`config.mk`:
```
export PLATFORM = sky130hd
export DESIGN_NAME = compass_heading_magnitude_top_flat
export DESIGN_NICKNAME = d
export VERILOG_FILES = /design/src/design/chm_pkg.sv /design/src/design/chm_if.sv /design/src/design/chm_sqrt.sv /design/src/design/chm_cordic.sv /design/src/design/compass_heading_magnitude_top.sv /design/src/flat_wrapper.sv
export SDC_FILE = /design/constraint.sdc
export NUM_CORES = 2
export LEC_CHECK = 0
export BUFFER_PORTS_ARGS = -buffer_cell sky130_fd_sc_hd__buf_2
export CAP_MARGIN = 20
export CORE_MARGIN = 2
export CORE_UTILIZATION = 45
export CTS_BUF_LIST = sky130_fd_sc_hd__clkbuf_8
export CTS_CLUSTER_DIAMETER = 40
export DETAILED_ROUTE_END_ITERATION = 8
export GPL_TIMING_DRIVEN = 0
export PLACE_DENSITY_LB_ADDON = 0.12
export SKIP_CTS_REPAIR_TIMING = 1
export SLEW_MARGIN = 40
export SYNTH_ARGS = -nofsm -noshare
export SYNTH_HDL_FRONTEND = slang
export SYNTH_SLANG_ARGS = --single-unit
```
`constraint.sdc`:
```
create_clock -name clk -period 11.11 [get_ports clk]
set_clock_uncertainty 0.1 [all_clocks]
set_input_delay 0.5555 -clock clk [delete_from_list [all_inputs] [get_ports clk]]
set_output_delay 0.5555 -clock clk [all_outputs]
set_load 0.01 [all_outputs]
```
`src/design/chm_pkg.sv`:
```
// Shared constants, codes and the arctangent table of the compass heading block.
package chm_pkg;

    localparam int SAMPLE_BITS_DEF  = 16;
    localparam int CORDIC_STEPS_DEF = 16;

    localparam int REG_BITS     = 16;
    localparam int CFG_IDX_W    = 2;
    localparam int HEAD_W       = 16;
    localparam int SCALE_SHIFT  = 24;
    localparam int ATAN_FRAC    = 10;
    localparam int ATAN_LEN     = 24;
    localparam int ATAN_W       = 23;
    localparam int ATAN_IW      = $clog2(ATAN_LEN);
    localparam int ZW           = 26;
    localparam int HW           = 18;
    localparam int HSW          = HW + 1;

    localparam int HALF_TURN_CD = 18000;
    localparam int FULL_TURN_CD = 36000;
    localparam int MIN_START    = 10000;
    localparam int MAX_START    = -10000;

    localparam logic [CFG_IDX_W-1:0] CFG_OFFSET_X    = 2'd0;
    localparam logic [CFG_IDX_W-1:0] CFG_OFFSET_Y    = 2'd1;
    localparam logic [CFG_IDX_W-1:0] CFG_OFFSET_Z    = 2'd2;
    localparam logic [CFG_IDX_W-1:0] CFG_DECLINATION = 2'd3;

    localparam logic signed [ZW-1:0]  HALF_Z     = ZW'(HALF_TURN_CD * (2 ** ATAN_FRAC));
    localparam logic signed [ZW-1:0]  ROUND_HALF = ZW'(2 ** (ATAN_FRAC - 1));
    localparam logic signed [HSW-1:0] TWO_TURN_S = HSW'(2 * FULL_TURN_CD);
    localparam logic [HW-1:0]         TWO_TURN   = HW'(2 * FULL_TURN_CD);
    localparam logic [HW-1:0]         FULL_TURN  = HW'(FULL_TURN_CD);

    // atan(2^-i) in 1/1024 centidegree, rounded
    function automatic logic [ATAN_W-1:0] atan_entry(input logic [ATAN_IW-1:0] idx);
        logic [ATAN_W-1:0] a;
        case (idx)
            5'd0:    a = 23'd4608000;
            5'd1:    a = 23'd2720261;
            5'd2:    a = 23'd1437311;
            5'd3:    a = 23'd729602;
            5'd4:    a = 23'd366217;
            5'd5:    a = 23'd183287;
            5'd6:    a = 23'd91666;
            5'd7:    a = 23'd45836;
            5'd8:    a = 23'd22918;
            5'd9:    a = 23'd11459;
            5'd10:   a = 23'd5730;
            5'd11:   a = 23'd2865;
            5'd12:   a = 23'd1432;
            5'd13:   a = 23'd716;
            5'd14:   a = 23'd358;
            5'd15:   a = 23'd179;
            5'd16:   a = 23'd90;
            5'd17:   a = 23'd45;
            5'd18:   a = 23'd22;
            5'd19:   a = 23'd11;
            5'd20:   a = 23'd6;
            5'd21:   a = 23'd3;
            5'd22:   a = 23'd1;
            5'd23:   a = 23'd1;
            default: a = '0;
        endcase
        return a;
    endfunction

endpackage

```
`src/design/chm_if.sv`:
```
// Channel interfaces: sample input, result output and register write port.
interface chm_sample_if import chm_pkg::*; #(
    parameter int SAMPLE_BITS = SAMPLE_BITS_DEF
) ();
    logic                          valid;
    logic                          ready;
    logic signed [SAMPLE_BITS-1:0] mag_x;
    logic signed [SAMPLE_BITS-1:0] mag_y;
    logic signed [SAMPLE_BITS-1:0] mag_z;

    modport source (output valid, output mag_x, output mag_y, output mag_z, input ready);
    modport sink   (input valid, input mag_x, input mag_y, input mag_z, output ready);
endinterface

interface chm_result_if import chm_pkg::*; #(
    parameter int SAMPLE_BITS = SAMPLE_BITS_DEF
) ();
    logic                          valid;
    logic                          ready;
    logic [HEAD_W-1:0]             heading;
    logic [SAMPLE_BITS:0]          magnitude_xy;
    logic [SAMPLE_BITS:0]          magnitude_xyz;
    logic signed [SAMPLE_BITS-1:0] min_x;
    logic signed [SAMPLE_BITS-1:0] min_y;
    logic signed [SAMPLE_BITS-1:0] min_z;
    logic signed [SAMPLE_BITS-1:0] max_x;
    logic signed [SAMPLE_BITS-1:0] max_y;
    logic signed [SAMPLE_BITS-1:0] max_z;

    modport source (
        output valid, output heading, output magnitude_xy, output magnitude_xyz,
        output min_x, output min_y, output min_z, output max_x, output max_y, output max_z,
        input ready
    );
    modport sink (
        input valid, input heading, input magnitude_xy, input magnitude_xyz,
        input min_x, input min_y, input min_z, input max_x, input max_y, input max_z,
        output ready
    );
endinterface

interface chm_cfg_if import chm_pkg::*; ();
    logic                 valid;
    logic                 ready;
    logic [CFG_IDX_W-1:0] index;
    logic [REG_BITS-1:0]  data;

    modport source (output valid, output index, output data, input ready);
    modport sink   (input valid, input index, input data, output ready);
endinterface

```
`src/design/chm_sqrt.sv`:
```
// Digit-serial integer square root: two radicand bits in, one root bit out per cycle.
module chm_sqrt import chm_pkg::*; #(
    parameter int D_BITS = SAMPLE_BITS_DEF + 1
) (
    input  logic                  clk,
    input  logic                  rst_n,
    input  logic                  start,
    input  logic [2*D_BITS-1:0]   radicand,
    output logic                  busy,
    output logic [D_BITS-1:0]     root
);

    localparam int QW = 2 * D_BITS;
    localparam int RW = D_BITS + 3;
    localparam int NW = $clog2(D_BITS);

    logic [QW-1:0]     rad_reg;
    logic [RW-1:0]     rem_reg;
    logic [D_BITS-1:0] root_reg;
    logic [NW-1:0]     cnt_reg;
    logic              busy_reg;

    logic [RW-1:0]     rem_sh;
    logic [RW:0]       diff;

    assign rem_sh = {rem_reg[RW-3:0], rad_reg[QW-1:QW-2]};
    assign diff   = {1'b0, rem_sh} - {{(RW-D_BITS-1){1'b0}}, root_reg, 2'b01};

    always_ff @(posedge clk or negedge rst_n)
    begin
        if (!rst_n)
        begin
            busy_reg <= 1'b0;
            cnt_reg  <= '0;
        end
        else if (start)
        begin
            busy_reg <= 1'b1;
            cnt_reg  <= '0;
        end
        else if (busy_reg)
        begin
            cnt_reg <= cnt_reg + 1'b1;
            if (cnt_reg == NW'(D_BITS - 1))
                busy_reg <= 1'b0;
        end
    end

    always_ff @(posedge clk)
    begin
        if (start)
        begin
            rad_reg  <= radicand;
            rem_reg  <= '0;
            root_reg <= '0;
        end
        else if (busy_reg)
        begin
            rad_reg <= {rad_reg[QW-3:0], 2'b00};
            if (diff[RW])
            begin
                rem_reg  <= rem_sh;
                root_reg <= {root_reg[D_BITS-2:0], 1'b0};
            end
            else
            begin
                rem_reg  <= diff[RW-1:0];
                root_reg <= {root_reg[D_BITS-2:0], 1'b1};
            end
        end
    end

    assign busy = busy_reg;
    assign root = root_reg;

endmodule

```
`src/design/chm_cordic.sv`:
```
// CORDIC vectoring unit: heading from dx, dy plus declination, wrapped to one turn.
module chm_cordic import chm_pkg::*; #(
    parameter int D_BITS = SAMPLE_BITS_DEF + 1,
    parameter int STEPS  = CORDIC_STEPS_DEF
) (
    input  logic                       clk,
    input  logic                       rst_n,
    input  logic                       start,
    input  logic signed [D_BITS-1:0]   dx,
    input  logic signed [D_BITS-1:0]   dy,
    input  logic signed [REG_BITS-1:0] decl,
    output logic                       busy,
    output logic [HEAD_W-1:0]          heading
);

    localparam int CW = D_BITS + SCALE_SHIFT + 2;

    localparam logic [1:0] CS_IDLE  = 2'd0;
    localparam logic [1:0] CS_ITER  = 2'd1;
    localparam logic [1:0] CS_ROUND = 2'd2;
    localparam logic [1:0] CS_WRAP  = 2'd3;

    logic [1:0]              state_reg, state_next;
    logic [ATAN_IW-1:0]      cnt_reg;
    logic signed [CW-1:0]    x_reg, y_reg;
    logic signed [ZW-1:0]    z_reg;
    logic                    zero_reg;
    logic [HW-1:0]           hsum_reg;
    logic [HEAD_W-1:0]       heading_reg;

    logic signed [CW-1:0]    dx_w, dy_w, xs, ys;
    logic                    y_pos;
    logic signed [ZW-1:0]    at, z_use, z_rnd, z_cd;
    logic signed [HSW-1:0]   zc_s, decl_s, hs;
    logic [HW-1:0]           h1, h2;

    assign dx_w  = {{(CW-D_BITS){dx[D_BITS-1]}}, dx} <<< SCALE_SHIFT;
    assign dy_w  = {{(CW-D_BITS){dy[D_BITS-1]}}, dy} <<< SCALE_SHIFT;
    assign xs    = x_reg >>> cnt_reg;
    assign ys    = y_reg >>> cnt_reg;
    assign y_pos = !y_reg[CW-1] && (y_reg != '0);
    assign at    = {{(ZW-ATAN_W){1'b0}}, atan_entry(cnt_reg)};

    assign z_use  = zero_reg ? '0 : z_reg;
    assign z_rnd  = z_use + ROUND_HALF;
    assign z_cd   = z_rnd >>> ATAN_FRAC;
    assign zc_s   = z_cd[HSW-1:0];
    assign decl_s = {{(HSW-REG_BITS){decl[REG_BITS-1]}}, decl};
    assign hs     = zc_s + decl_s + TWO_TURN_S;

    assign h1 = (hsum_reg >= TWO_TURN) ? hsum_reg - TWO_TURN : hsum_reg;
    assign h2 = (h1 >= FULL_TURN) ? h1 - FULL_TURN : h1;

    always_comb
    begin
        state_next = state_reg;
        case (state_reg)
            CS_IDLE:
            begin
                if (start)
                    state_next = CS_ITER;
            end
            CS_ITER:
            begin
                if (cnt_reg == ATAN_IW'(STEPS - 1))
                    state_next = CS_ROUND;
            end
            CS_ROUND: state_next = CS_WRAP;
            CS_WRAP:  state_next = CS_IDLE;
            default:  state_next = CS_IDLE;
        endcase
    end

    always_ff @(posedge clk or negedge rst_n)
    begin
        if (!rst_n)
        begin
            state_reg <= CS_IDLE;
            cnt_reg   <= '0;
        end
        else
        begin
            state_reg <= state_next;
            if (state_reg == CS_ITER)
                cnt_reg <= cnt_reg + 1'b1;
            else
                cnt_reg <= '0;
        end
    end

    always_ff @(posedge clk)
    begin
        case (state_reg)
            CS_IDLE:
            begin
                if (start)
                begin
                    zero_reg <= (dx == '0) && (dy == '0);
                    // fold the left half-plane onto the right, start at half a turn
                    if (dx[D_BITS-1])
                    begin
                        x_reg <= -dx_w;
                        y_reg <= -dy_w;
                        z_reg <= HALF_Z;
                    end
                    else
                    begin
                        x_reg <= dx_w;
                        y_reg <= dy_w;
                        z_reg <= '0;
                    end
                end
            end
            CS_ITER:
            begin
                if (y_pos)
                begin
                    x_reg <= x_reg + ys;
                    y_reg <= y_reg - xs;
                    z_reg <= z_reg + at;
                end
                else
                begin
                    x_reg <= x_reg - ys;
                    y_reg <= y_reg + xs;
                    z_reg <= z_reg - at;
                end
            end
            CS_ROUND: hsum_reg <= hs[HW-1:0];
            CS_WRAP:  heading_reg <= h2[HEAD_W-1:0];
            default:  hsum_reg <= hsum_reg;
        endcase
    end

    assign busy    = (state_reg != CS_IDLE);
    assign heading = heading_reg;

endmodule

```
`src/design/compass_heading_magnitude_top.sv`:
```
// Top level: offsets, running extremes, squares, root and CORDIC sequencing, result register.
//
//  channel  dir  beat contents                                         handshake
//  sample   in   mag_x, mag_y, mag_z                                   valid/ready
//  result   out  heading, magnitude_xy/_xyz, min_x.._z, max_x.._z      valid/ready
//  cfg      in   index, data (offset_x/y/z, declination)               valid/ready
//
//  One sample at a time: a new beat is taken only once the CORDIC unit and both roots
//  are free and the result register has taken the last result. The digit-serial roots
//  are DB = max(SAMPLE_BITS, 16) + 1 bits (17 at the defaults), one root bit per cycle.
//  Reset clears offsets and declination to zero, extremes to +10000 / -10000; no clearing pass.
//  The result register holds a beat under stall while the next sample is taken.
module compass_heading_magnitude_top import chm_pkg::*; #(
    parameter int SAMPLE_BITS  = SAMPLE_BITS_DEF,
    parameter int CORDIC_STEPS = CORDIC_STEPS_DEF
) (
    input  logic          clk,
    input  logic          rst_n,
    chm_sample_if.sink    sample,
    chm_result_if.source  result,
    chm_cfg_if.sink       cfg
);

    localparam int DW = ((SAMPLE_BITS > REG_BITS) ? SAMPLE_BITS : REG_BITS) + 1;
    localparam int EW = DW - 1;
    localparam int QW = 2 * DW;

    localparam logic [1:0] ST_IDLE = 2'd0;
    localparam logic [1:0] ST_MUL  = 2'd1;
    localparam logic [1:0] ST_WAIT = 2'd2;

    localparam logic [2:0] PH_SQ_X = 3'd0;
    localparam logic [2:0] PH_SQ_Y = 3'd1;
    localparam logic [2:0] PH_SQ_Z = 3'd2;
    localparam logic [2:0] PH_XY   = 3'd3;
    localparam logic [2:0] PH_XYZ  = 3'd4;

    logic [1:0]                 state_reg, state_next;
    logic [2:0]                 ph_reg, ph_next;

    logic signed [REG_BITS-1:0] off_x_reg, off_y_reg, off_z_reg, decl_reg;
    logic signed [DW-1:0]       dx_reg, dy_reg, dz_reg;
    logic signed [EW-1:0]       lo_x_reg, lo_y_reg, lo_z_reg;
    logic signed [EW-1:0]       hi_x_reg, hi_y_reg, hi_z_reg;
    logic [QW-1:0]              prod_reg, acc_reg;

    logic                       out_valid_reg, out_valid_next;
    logic [HEAD_W-1:0]          head_out_reg;
    logic [SAMPLE_BITS:0]       mxy_out_reg, mxyz_out_reg;
    logic [SAMPLE_BITS-1:0]     lx_out_reg, ly_out_reg, lz_out_reg;
    logic [SAMPLE_BITS-1:0]     hx_out_reg, hy_out_reg, hz_out_reg;

    logic                       accept, load, any_busy;
    logic signed [DW-1:0]       sx, sy, sz;
    logic signed [DW-1:0]       lx_e, ly_e, lz_e, hx_e, hy_e, hz_e;
    logic signed [DW-1:0]       sq_in;
    logic signed [QW-1:0]       sq_full;

    logic                       cordic_start, cordic_busy;
    logic [HEAD_W-1:0]          cordic_heading;
    logic                       xy_start, xy_busy, xyz_start, xyz_busy;
    logic [DW-1:0]              xy_root, xyz_root;

    assign sx = {{(DW-SAMPLE_BITS){sample.mag_x[SAMPLE_BITS-1]}}, sample.mag_x};
    assign sy = {{(DW-SAMPLE_BITS){sample.mag_y[SAMPLE_BITS-1]}}, sample.mag_y};
    assign sz = {{(DW-SAMPLE_BITS){sample.mag_z[SAMPLE_BITS-1]}}, sample.mag_z};

    assign lx_e = {lo_x_reg[EW-1], lo_x_reg};
    assign ly_e = {lo_y_reg[EW-1], lo_y_reg};
    assign lz_e = {lo_z_reg[EW-1], lo_z_reg};
    assign hx_e = {hi_x_reg[EW-1], hi_x_reg};
    assign hy_e = {hi_y_reg[EW-1], hi_y_reg};
    assign hz_e = {hi_z_reg[EW-1], hi_z_reg};

    assign sample.ready = (state_reg == ST_IDLE);
    assign accept       = sample.valid && sample.ready;
    assign cfg.ready    = 1'b1;

    assign any_busy = cordic_busy || xy_busy || xyz_busy;
    assign load     = (state_reg == ST_WAIT) && !any_busy && (!out_valid_reg || result.ready);

    assign cordic_start = (state_reg == ST_MUL) && (ph_reg == PH_SQ_X);
    assign xy_start     = (state_reg == ST_MUL) && (ph_reg == PH_XY);
    assign xyz_start    = (state_reg == ST_MUL) && (ph_reg == PH_XYZ);

    always_comb
    begin
        case (ph_reg)
            PH_SQ_X: sq_in = dx_reg;
            PH_SQ_Y: sq_in = dy_reg;
            default: sq_in = dz_reg;
        endcase
    end

    assign sq_full = sq_in * sq_in;

    always_comb
    begin
        state_next = state_reg;
        ph_next    = ph_reg;
        case (state_reg)
            ST_IDLE:
            begin
                if (accept)
                begin
                    state_next = ST_MUL;
                    ph_next    = PH_SQ_X;
                end
            end
            ST_MUL:
            begin
                ph_next = ph_reg + 1'b1;
                if (ph_reg == PH_XYZ)
                    state_next = ST_WAIT;
            end
            ST_WAIT:
            begin
                if (load)
                    state_next = ST_IDLE;
            end
            default: state_next = ST_IDLE;
        endcase
    end

    always_comb
    begin
        out_valid_next = out_valid_reg;
        if (load)
            out_valid_next = 1'b1;
        else if (result.ready)
            out_valid_next = 1'b0;
    end

    always_ff @(posedge clk or negedge rst_n)
    begin
        if (!rst_n)
        begin
            state_reg     <= ST_IDLE;
            ph_reg        <= PH_SQ_X;
            out_valid_reg <= 1'b0;
            off_x_reg     <= '0;
            off_y_reg     <= '0;
            off_z_reg     <= '0;
            decl_reg      <= '0;
            lo_x_reg      <= EW'(MIN_START);
            lo_y_reg      <= EW'(MIN_START);
            lo_z_reg      <= EW'(MIN_START);
            hi_x_reg      <= EW'(MAX_START);
            hi_y_reg      <= EW'(MAX_START);
            hi_z_reg      <= EW'(MAX_START);
        end
        else
        begin
            state_reg     <= state_next;
            ph_reg        <= ph_next;
            out_valid_reg <= out_valid_next;
            if (cfg.valid && cfg.ready)
            begin
                case (cfg.index)
                    CFG_OFFSET_X:    off_x_reg <= cfg.data;
                    CFG_OFFSET_Y:    off_y_reg <= cfg.data;
                    CFG_OFFSET_Z:    off_z_reg <= cfg.data;
                    CFG_DECLINATION: decl_reg  <= cfg.data;
                    default:         decl_reg  <= decl_reg;
                endcase
            end
            if (accept)
            begin
                if (sx < lx_e) lo_x_reg <= sx[EW-1:0];
                if (sy < ly_e) lo_y_reg <= sy[EW-1:0];
                if (sz < lz_e) lo_z_reg <= sz[EW-1:0];
                if (sx > hx_e) hi_x_reg <= sx[EW-1:0];
                if (sy > hy_e) hi_y_reg <= sy[EW-1:0];
                if (sz > hz_e) hi_z_reg <= sz[EW-1:0];
            end
        end
    end

    always_ff @(posedge clk)
    begin
        if (accept)
        begin
            dx_reg <= sx - {{(DW-REG_BITS){off_x_reg[REG_BITS-1]}}, off_x_reg};
            dy_reg <= sy - {{(DW-REG_BITS){off_y_reg[REG_BITS-1]}}, off_y_reg};
            dz_reg <= sz - {{(DW-REG_BITS){off_z_reg[REG_BITS-1]}}, off_z_reg};
        end
        if (state_reg == ST_MUL)
        begin
            prod_reg <= sq_full;
            if (ph_reg == PH_SQ_Y)
                acc_reg <= prod_reg;
            else if (ph_reg == PH_SQ_Z || ph_reg == PH_XY)
                acc_reg <= acc_reg + prod_reg;
        end
        if (load)
        begin
            head_out_reg <= cordic_heading;
            mxy_out_reg  <= xy_root[SAMPLE_BITS:0];
            mxyz_out_reg <= xyz_root[SAMPLE_BITS:0];
            lx_out_reg   <= lo_x_reg[SAMPLE_BITS-1:0];
            ly_out_reg   <= lo_y_reg[SAMPLE_BITS-1:0];
            lz_out_reg   <= lo_z_reg[SAMPLE_BITS-1:0];
            hx_out_reg   <= hi_x_reg[SAMPLE_BITS-1:0];
            hy_out_reg   <= hi_y_reg[SAMPLE_BITS-1:0];
            hz_out_reg   <= hi_z_reg[SAMPLE_BITS-1:0];
        end
    end

    chm_cordic #(
        .D_BITS (DW),
        .STEPS  (CORDIC_STEPS)
    ) u_cordic (
        .clk     (clk),
        .rst_n   (rst_n),
        .start   (cordic_start),
        .dx      (dx_reg),
        .dy      (dy_reg),
        .decl    (decl_reg),
        .busy    (cordic_busy),
        .heading (cordic_heading)
    );

    chm_sqrt #(
        .D_BITS (DW)
    ) u_sqrt_xy (
        .clk      (clk),
        .rst_n    (rst_n),
        .start    (xy_start),
        .radicand (acc_reg),
        .busy     (xy_busy),
        .root     (xy_root)
    );

    chm_sqrt #(
        .D_BITS (DW)
    ) u_sqrt_xyz (
        .clk      (clk),
        .rst_n    (rst_n),
        .start    (xyz_start),
        .radicand (acc_reg),
        .busy     (xyz_busy),
        .root     (xyz_root)
    );

    assign result.valid         = out_valid_reg;
    assign result.heading       = head_out_reg;
    assign result.magnitude_xy  = mxy_out_reg;
    assign result.magnitude_xyz = mxyz_out_reg;
    assign result.min_x         = lx_out_reg;
    assign result.min_y         = ly_out_reg;
    assign result.min_z         = lz_out_reg;
    assign result.max_x         = hx_out_reg;
    assign result.max_y         = hy_out_reg;
    assign result.max_z         = hz_out_reg;

    a_heading_wrapped: assert property (@(posedge clk) disable iff (!rst_n)
        result.valid |-> (result.heading < HEAD_W'(FULL_TURN_CD)))
        else $error("heading beat outside one turn");

    a_result_held: assert property (@(posedge clk) disable iff (!rst_n)
        result.valid && !result.ready |=> result.valid && $stable(result.heading)
                                          && $stable(result.magnitude_xyz))
        else $error("result beat changed under stall");

    a_units_free_on_beat: assert property (@(posedge clk) disable iff (!rst_n)
        accept |-> !cordic_busy && !xy_busy && !xyz_busy)
        else $error("sample beat taken while an arithmetic unit is busy");

    a_start_units_idle: assert property (@(posedge clk) disable iff (!rst_n)
        cordic_start |=> (state_reg == ST_MUL) && cordic_busy)
        else $error("CORDIC unit failed to start with the squaring phases");

endmodule
```
`src/flat_wrapper.sv`:
```
// flat-port wrapper written by rule: the top's interface ports become plain ports
module compass_heading_magnitude_top_flat import chm_pkg::*;
#(
    parameter int SAMPLE_BITS  = SAMPLE_BITS_DEF,
    parameter int CORDIC_STEPS = CORDIC_STEPS_DEF
)
  (clk, rst_n, sample_valid, sample_mag_x, sample_mag_y, sample_mag_z, sample_ready, result_valid, result_heading, result_magnitude_xy, result_magnitude_xyz, result_min_x, result_min_y, result_min_z, result_max_x, result_max_y, result_max_z, result_ready, cfg_valid, cfg_index, cfg_data, cfg_ready);
  chm_sample_if #(.SAMPLE_BITS(SAMPLE_BITS)) sample_i ();
  chm_result_if #(.SAMPLE_BITS(SAMPLE_BITS)) result_i ();
  chm_cfg_if cfg_i ();
  input  logic clk;
  input  logic rst_n;
  input wire logic [$bits(sample_i.valid)-1:0] sample_valid;
  input wire logic [$bits(sample_i.mag_x)-1:0] sample_mag_x;
  input wire logic [$bits(sample_i.mag_y)-1:0] sample_mag_y;
  input wire logic [$bits(sample_i.mag_z)-1:0] sample_mag_z;
  output wire logic [$bits(sample_i.ready)-1:0] sample_ready;
  output wire logic [$bits(result_i.valid)-1:0] result_valid;
  output wire logic [$bits(result_i.heading)-1:0] result_heading;
  output wire logic [$bits(result_i.magnitude_xy)-1:0] result_magnitude_xy;
  output wire logic [$bits(result_i.magnitude_xyz)-1:0] result_magnitude_xyz;
  output wire logic [$bits(result_i.min_x)-1:0] result_min_x;
  output wire logic [$bits(result_i.min_y)-1:0] result_min_y;
  output wire logic [$bits(result_i.min_z)-1:0] result_min_z;
  output wire logic [$bits(result_i.max_x)-1:0] result_max_x;
  output wire logic [$bits(result_i.max_y)-1:0] result_max_y;
  output wire logic [$bits(result_i.max_z)-1:0] result_max_z;
  input wire logic [$bits(result_i.ready)-1:0] result_ready;
  input wire logic [$bits(cfg_i.valid)-1:0] cfg_valid;
  input wire logic [$bits(cfg_i.index)-1:0] cfg_index;
  input wire logic [$bits(cfg_i.data)-1:0] cfg_data;
  output wire logic [$bits(cfg_i.ready)-1:0] cfg_ready;
  assign sample_i.valid = sample_valid;
  assign sample_i.mag_x = sample_mag_x;
  assign sample_i.mag_y = sample_mag_y;
  assign sample_i.mag_z = sample_mag_z;
  assign sample_ready = sample_i.ready;
  assign result_valid = result_i.valid;
  assign result_heading = result_i.heading;
  assign result_magnitude_xy = result_i.magnitude_xy;
  assign result_magnitude_xyz = result_i.magnitude_xyz;
  assign result_min_x = result_i.min_x;
  assign result_min_y = result_i.min_y;
  assign result_min_z = result_i.min_z;
  assign result_max_x = result_i.max_x;
  assign result_max_y = result_i.max_y;
  assign result_max_z = result_i.max_z;
  assign result_i.ready = result_ready;
  assign cfg_i.valid = cfg_valid;
  assign cfg_i.index = cfg_index;
  assign cfg_i.data = cfg_data;
  assign cfg_ready = cfg_i.ready;
  compass_heading_magnitude_top #(.SAMPLE_BITS(SAMPLE_BITS), .CORDIC_STEPS(CORDIC_STEPS)) u_core (.clk(clk), .rst_n(rst_n), .sample(sample_i), .result(result_i), .cfg(cfg_i));
endmodule
```
* Yosys cells after proc, flatten, opt, wreduce, memory -nomap -nowiden
Memory sizes are Yosys's and may differ from the RTL's.
Cells that the tools add are included.
** Operators by class
- $add $sub $neg :: 23
- Multiply operators :: 1
- Div/mod/pow operators :: 0
- $lt $le $gt $ge :: 8
- Eq/ne operators :: 20
- Shifts and indexed selects :: 2
- Multiplexer cells :: 48
- Bitwise logic cells :: 0
- Reduce and logical (&&, ||, !) cells :: 45
** Operators with widths (count)
- 2-to-1 mux 43 bit :: 6
- 2-to-1 mux 34 bit :: 6
- case mux 43 bit (2 select lines) :: 2
- adder 43 bit :: 2
- negation 41 -> 43 bit :: 2
- >>> shifter 43 x 5 -> 43 bit :: 2
- subtractor 43 bit :: 2
- 2-to-1 mux 26 bit :: 3
- 2-to-1 mux 18 bit :: 3
- case mux 26 bit (2 select lines) :: 1
- subtractor 16 x 16 -> 17 bit :: 3
- > comparator 16 bit :: 3
- < comparator 16 bit :: 3
- nonzero test 43 bit :: 1
- subtractor 20 x 19 -> 21 bit :: 2
- adder 34 bit :: 1
- logical NOT 17 bit :: 2
- multiplier 17 x 17 -> 34 bit :: 1
- case mux 17 bit (2 select lines) :: 1
- AND reduction 2 bit :: 15
- adder 26 x 11 -> 26 bit (second input constant) :: 1
- adder 26 x 24 -> 26 bit :: 1
- subtractor 26 x 24 -> 26 bit :: 1
- 2-to-1 mux 25 bit :: 1
- 32 further kinds :: 82
** Word-level totals
- Flip-flop bits (word level) :: 735
- Latch bits :: 0
- RAM bits :: 0
- Memory bits (read-only) :: 736
- Bits of input ports :: 71
- Word-level logic and storage cells :: 193
- Memories :: 1
** Memory list
- (name not given) :: words 32, width 23, read ports 1, clocked after memory_dff 0, wr ports 0, RTL line chm_pkg.sv:38 : case (idx)

* Logic depth before layout (Yosys ltp)
- Word-level depth :: 8
- Mapped depth :: 35
- Mapped depth without buffers :: 33

* By module
A second synthesis with hierarchy kept.
** Unflattened totals
- Cells, all modules :: 6125
- Area, all modules :: 62326.0 µm²
** Modules (own cells, without submodules)
- compass_heading_magnitude_top :: instances 1, cells an instance 2734, area an instance 30805.8 µm²
- chm_cordic :: instances 1, cells an instance 2661, area an instance 23697.7 µm²
- chm_sqrt :: instances 2, cells an instance 365, area an instance 3911.3 µm²

* Worst setup path before layout
No wires, ideal clock.
- Path type :: reg-to-reg
- From :: register u_core.u_sqrt_xy.busy_reg, in the netlist u_core.u_sqrt_xy.busy
- To :: register u_core.state_reg[1]
- Library setup time :: 0.463 ns
- Arrival time :: 8.170 ns
- Path slack :: 2.377 ns
- Cell stages (with the launch flop) :: 6
- Buffers on the path :: 1
- Period minus slack after synthesis :: 8.733 ns
- Cells stage by stage :: dfrtp_1 clkbuf_1 nor3_1 nand2_1 a21oi_1 o21ai_0
** Between the ends
- Longest elaborated chain between the ends :: 7
** RTL lines
- start: declaration :: RTL line chm_sqrt.sv:21 : logic busy_reg;
- start signal: assignment :: RTL line chm_sqrt.sv:33 : busy_reg <= 1'b0;
- start signal: assignment :: RTL line chm_sqrt.sv:38 : busy_reg <= 1'b1;
- start signal: assignment :: RTL line chm_sqrt.sv:45 : busy_reg <= 1'b0;
- logical OR 1 bit (2 in series) :: RTL line compass_heading_magnitude_top.sv:79 : assign any_busy = cordic_busy || xy_busy || xyz_busy;
- logical NOT 1 bit :: RTL line compass_heading_magnitude_top.sv:80 : assign load = (state_reg == ST_WAIT) && !any_busy && (!out_valid_reg || result.ready);
- logical AND 1 bit (2 in series) :: RTL line compass_heading_magnitude_top.sv:80
- named net u_core.load :: RTL line compass_heading_magnitude_top.sv:53 : logic accept, load, any_busy;
- inequality test 2 x 1 -> 1 bit (no source line)
- AND reduction 3 bit (no source line)
- end signal: assignment :: RTL line compass_heading_magnitude_top.sv:154 : state_reg <= state_next;
- end: declaration :: RTL line compass_heading_magnitude_top.sv:38 : logic [1:0] state_reg, state_next;
The timed path passes the listed nets, and every way through them passes these cells.
A chain may end at the register's enable or synchronous reset.

* Worst setup path after layout
- From :: register u_core.ph_reg[1]
- To :: register u_core.prod_reg[33] (data pin)
** Between the ends
- Longest elaborated chain between the ends :: 3
- Elaborated cells between the ends (all ways) :: 4
- Classes of those cells :: mul (1); eq/ne (1); mux (1); reduce/logical (1)
** RTL lines
- start: declaration :: RTL line compass_heading_magnitude_top.sv:39 : logic [2:0] ph_reg, ph_next;
- start signal: assignment :: RTL line compass_heading_magnitude_top.sv:155 : ph_reg <= ph_next;
- == test 3 x 1 -> 1 bit or logical NOT 3 bit (tied branches) :: RTL line compass_heading_magnitude_top.sv:88 : case (ph_reg)
- case mux 17 bit (2 select lines) * :: RTL line compass_heading_magnitude_top.sv:88
- multiplier 17 x 17 -> 34 bit * :: RTL line compass_heading_magnitude_top.sv:95 : assign sq_full = sq_in * sq_in;
- named net u_core.sq_full[33] :: RTL line compass_heading_magnitude_top.sv:57 : logic signed [QW-1:0] sq_full;
- end signal: assignment :: RTL line compass_heading_magnitude_top.sv:189 : prod_reg <= sq_full;
- end: declaration :: RTL line compass_heading_magnitude_top.sv:45 : logic [QW-1:0] prod_reg, acc_reg;
The timed path passes the listed nets; every way through them passes the cells marked *.

==> results.json <==
{
  "synth_area_leaders": "edfxtp_1 (24%), ha_1 (9.9%), fa_1 (9.2%)",
  "clkTransAtPathRegs_ps": 60,
  "htreeDepth": 4,
  "gp_congestion": 1.03,
  "cap_violations": 0,
  "slowest_delay_ps": 660,
  "cts_buffer_depth": 3,
  "drc": 0,
  "ys_seq_area_share_pct": 34.4,
  "yosys.area.top_type": "edfxtp_1",
  "synth_area_um2": 59500,
  "grt_pass1_vias": 47122,
  "post-dp-hpwl_um": 154000,
  "synth_edf_count": 479,
  "wl_per_cell_um": 23.4,
  "ys_ff_latch": 734,
  "synth_cell_types": 86,
  "placed_cells": 8039,
  "synth_nets": 6846,
  "dieArea_um2": 135000,
  "grt-ovfl-total": 0,
  "clk_latency_ps": 930,
  "grt_pass1_wl_um": 292000,
  "end_kind": "register",
  "dr.pass1.iters": 6,
  "placed_area_um2": 63700,
  "syn_inst": 6032,
  "totalWireLength_um": 196000,
  "nets": 7312,
  "final_cells": 8385,
  "area_growth_pct": 13.5,
  "design_area_um2": 67600,
  "cp.required_ps": 11610,
  "cp.arrival_ps": 11060,
  "ant_nets": 0,
  "grtUsageTotal_pct": 28.5,
  "via_per_inst": 5.70,
  "post-synth-top-count-cell": "inv_1",
  "vias": 47810,
  "drt_iter0_markers": 3897,
  "rsz0062_at_grt": "no",
  "synth_warnings": 0,
  "cp_max_fo": 10,
  "relSlewSlack_pct": 37.2,
  "rows": 133,
  "ys.flop_type": "edfxtp_1",
  "final.setup.tns_ps": 0,
  "grt_max_degree": 67,
  "drive_gt1_share_pct": 14.2,
  "coreArea_um2": 131000,
  "crit_path_top_delay_cell": "o41ai_1",
  "hold_viol_final": 0,
  "min_period_ps": 10560,
  "synthArstFlopShare_pct": 25.2,
  "critPathKind": "register to register",
  "hp-class": "primary input to register",
  "die_x_um": 368,
  "startpoint_type": "register",
  "antenna_found_initial": 13,
  "fmax_mhz": 94.7,
  "synth_top_area_share_pct": 24.2,
  "slew_violations": 0,
  "root_buffer": "clkbuf_8",
  "status": "finished clean",
  "cts_buffers": 147,
  "initial_core_util_pct": 45.3,
  "dieHeight_um": 368,
  "finalSetupViolCount": 0,
  "clkSinkCount": 734,
  "tightestPinTransition_ps": 943,
  "pin_count": 220,
  "finalCritPeriodShare_pct": 95.1,
  "cts_tree": "done",
  "nFillCells": 12228,
  "io_buffers": 218,
  "synth.avg_cell_area_um2": 9.87,
  "ys_top_cells_by_count": "inv_1 (685), nand2_1 (586), nor2_1 (493)"
}
## worst max-delay path: cells and delay by family (launching register included)
kind                       cells  cell delay (ps)
adders and majority gates      8             3550
AOI/OAI and AO/OA              8             2970
buffers and inverters          9             2090
and+or+nand+nor                3              880
DFF                            1              390
xor gates and xnor gates       1              280
## path summary, 6_finish.rpt
path	slack, ps	from	endpoint	cells after the start
min in group asynchronous	80	rst_n	u_core.lo_z_reg[2]	2
worst max register to register	550	u_core.ph_reg[1]	u_core.prod_reg[33]	29
worst min-delay path	40	sample_mag_z[1]	u_core.lo_z_reg[1]	3
worst min register to register	300	u_core.u_cordic.heading[5]	u_core.result.heading[5]	0
worst max-delay path	550	u_core.ph_reg[1]	u_core.prod_reg[33]	29
max in group asynchronous	9680	rst_n	u_core.u_sqrt_xyz.cnt_reg[4]	4
## layout make-up
type	count	area [µm²]	share of cell area, %
inverters	696	2620	3.87
flip-flops and latches	734	20500	30.3
repair buffers	318	2300	3.40
clock buffers	161	2220	3.28
well taps	1755	2200	3.25
multi-input cells	4395	35900	53.1
diodes	8	20.0	0.0296
plain buffers	206	893	1.32
clock inverters	112	1010	1.49
## routing by layer
metal  up-vias  global-route usage, %  share of wire (%)
met5         -                      0              0.040
met4        12                   11.0                3.8
met3       430                   6.27                7.1
met2      1656                   45.9                 46
met1     23523                   37.4                 43
li1      22189                      -                  -
## stage by stage
| stage | hold WS, ps | util (%) | setup slack (ps) |
|---|---|---|---|
| final | 36.8 | 51.4 | 550 |
| after global routing | -3.07 | 51.4 | 71.3 |
| after CTS | -569 | 50.9 | 293 |
| after detailed placement | 305 | 48.4 | 318 |
| after global placement | 302 | 47.8 | -2460 |
| after floorplan | 160 | - | 2380 |
## layout by cell type, fill, tap and decap left out, types with 33 or more instances in the layout
cell type,synthesis,routed
inv_1,685,728
nand2_1,586,585
nor2_1,493,489
edfxtp_1,479,479
ha_1,470,469
a21oi_1,345,343
o21ai_0,305,304
fa_1,273,273
xnor2_1,257,257
buf_2,17,251
mux2_2,182,182
clkbuf_8,0,161
dfrtp_1,146,146
a21o_1,145,145
xor2_1,123,123
clkbuf_1,145,120
mux4_2,115,115
mux2i_1,104,104
nor3_1,85,85
nand3_1,83,83
nand2b_1,72,71
dfxtp_1,70,70
nor2b_1,69,69
dlygate4sd3_1,0,66
and3_1,51,51
a211oi_1,50,49
o21a_1,43,43
dfstp_2,39,39
or3_1,38,38
nand4_1,36,36
a31oi_1,35,35
o21bai_1,35,34
o31ai_1,34,33
## cell families (layout without fill, tap and decap cells)
group | after synthesis | in the layout | share of synthesized area [%]
buffers and inverters | 903 | 1493 | 5.80
muxes | 405 | 405 | 9.62
DFF | 734 | 734 | 34.4
xor gates and xnor gates | 380 | 380 | 5.59
and+or+nand+nor | 1637 | 1637 | 12.5
AOI/OAI and AO/OA | 1229 | 1229 | 13.1
adders and majority gates | 743 | 743 | 19.1
other | 1 | 9 | 0.00630
Power is left out: the tool's default activity adds up to more than one toggle a clock period on the data nets, which glitch-free logic cannot reach.
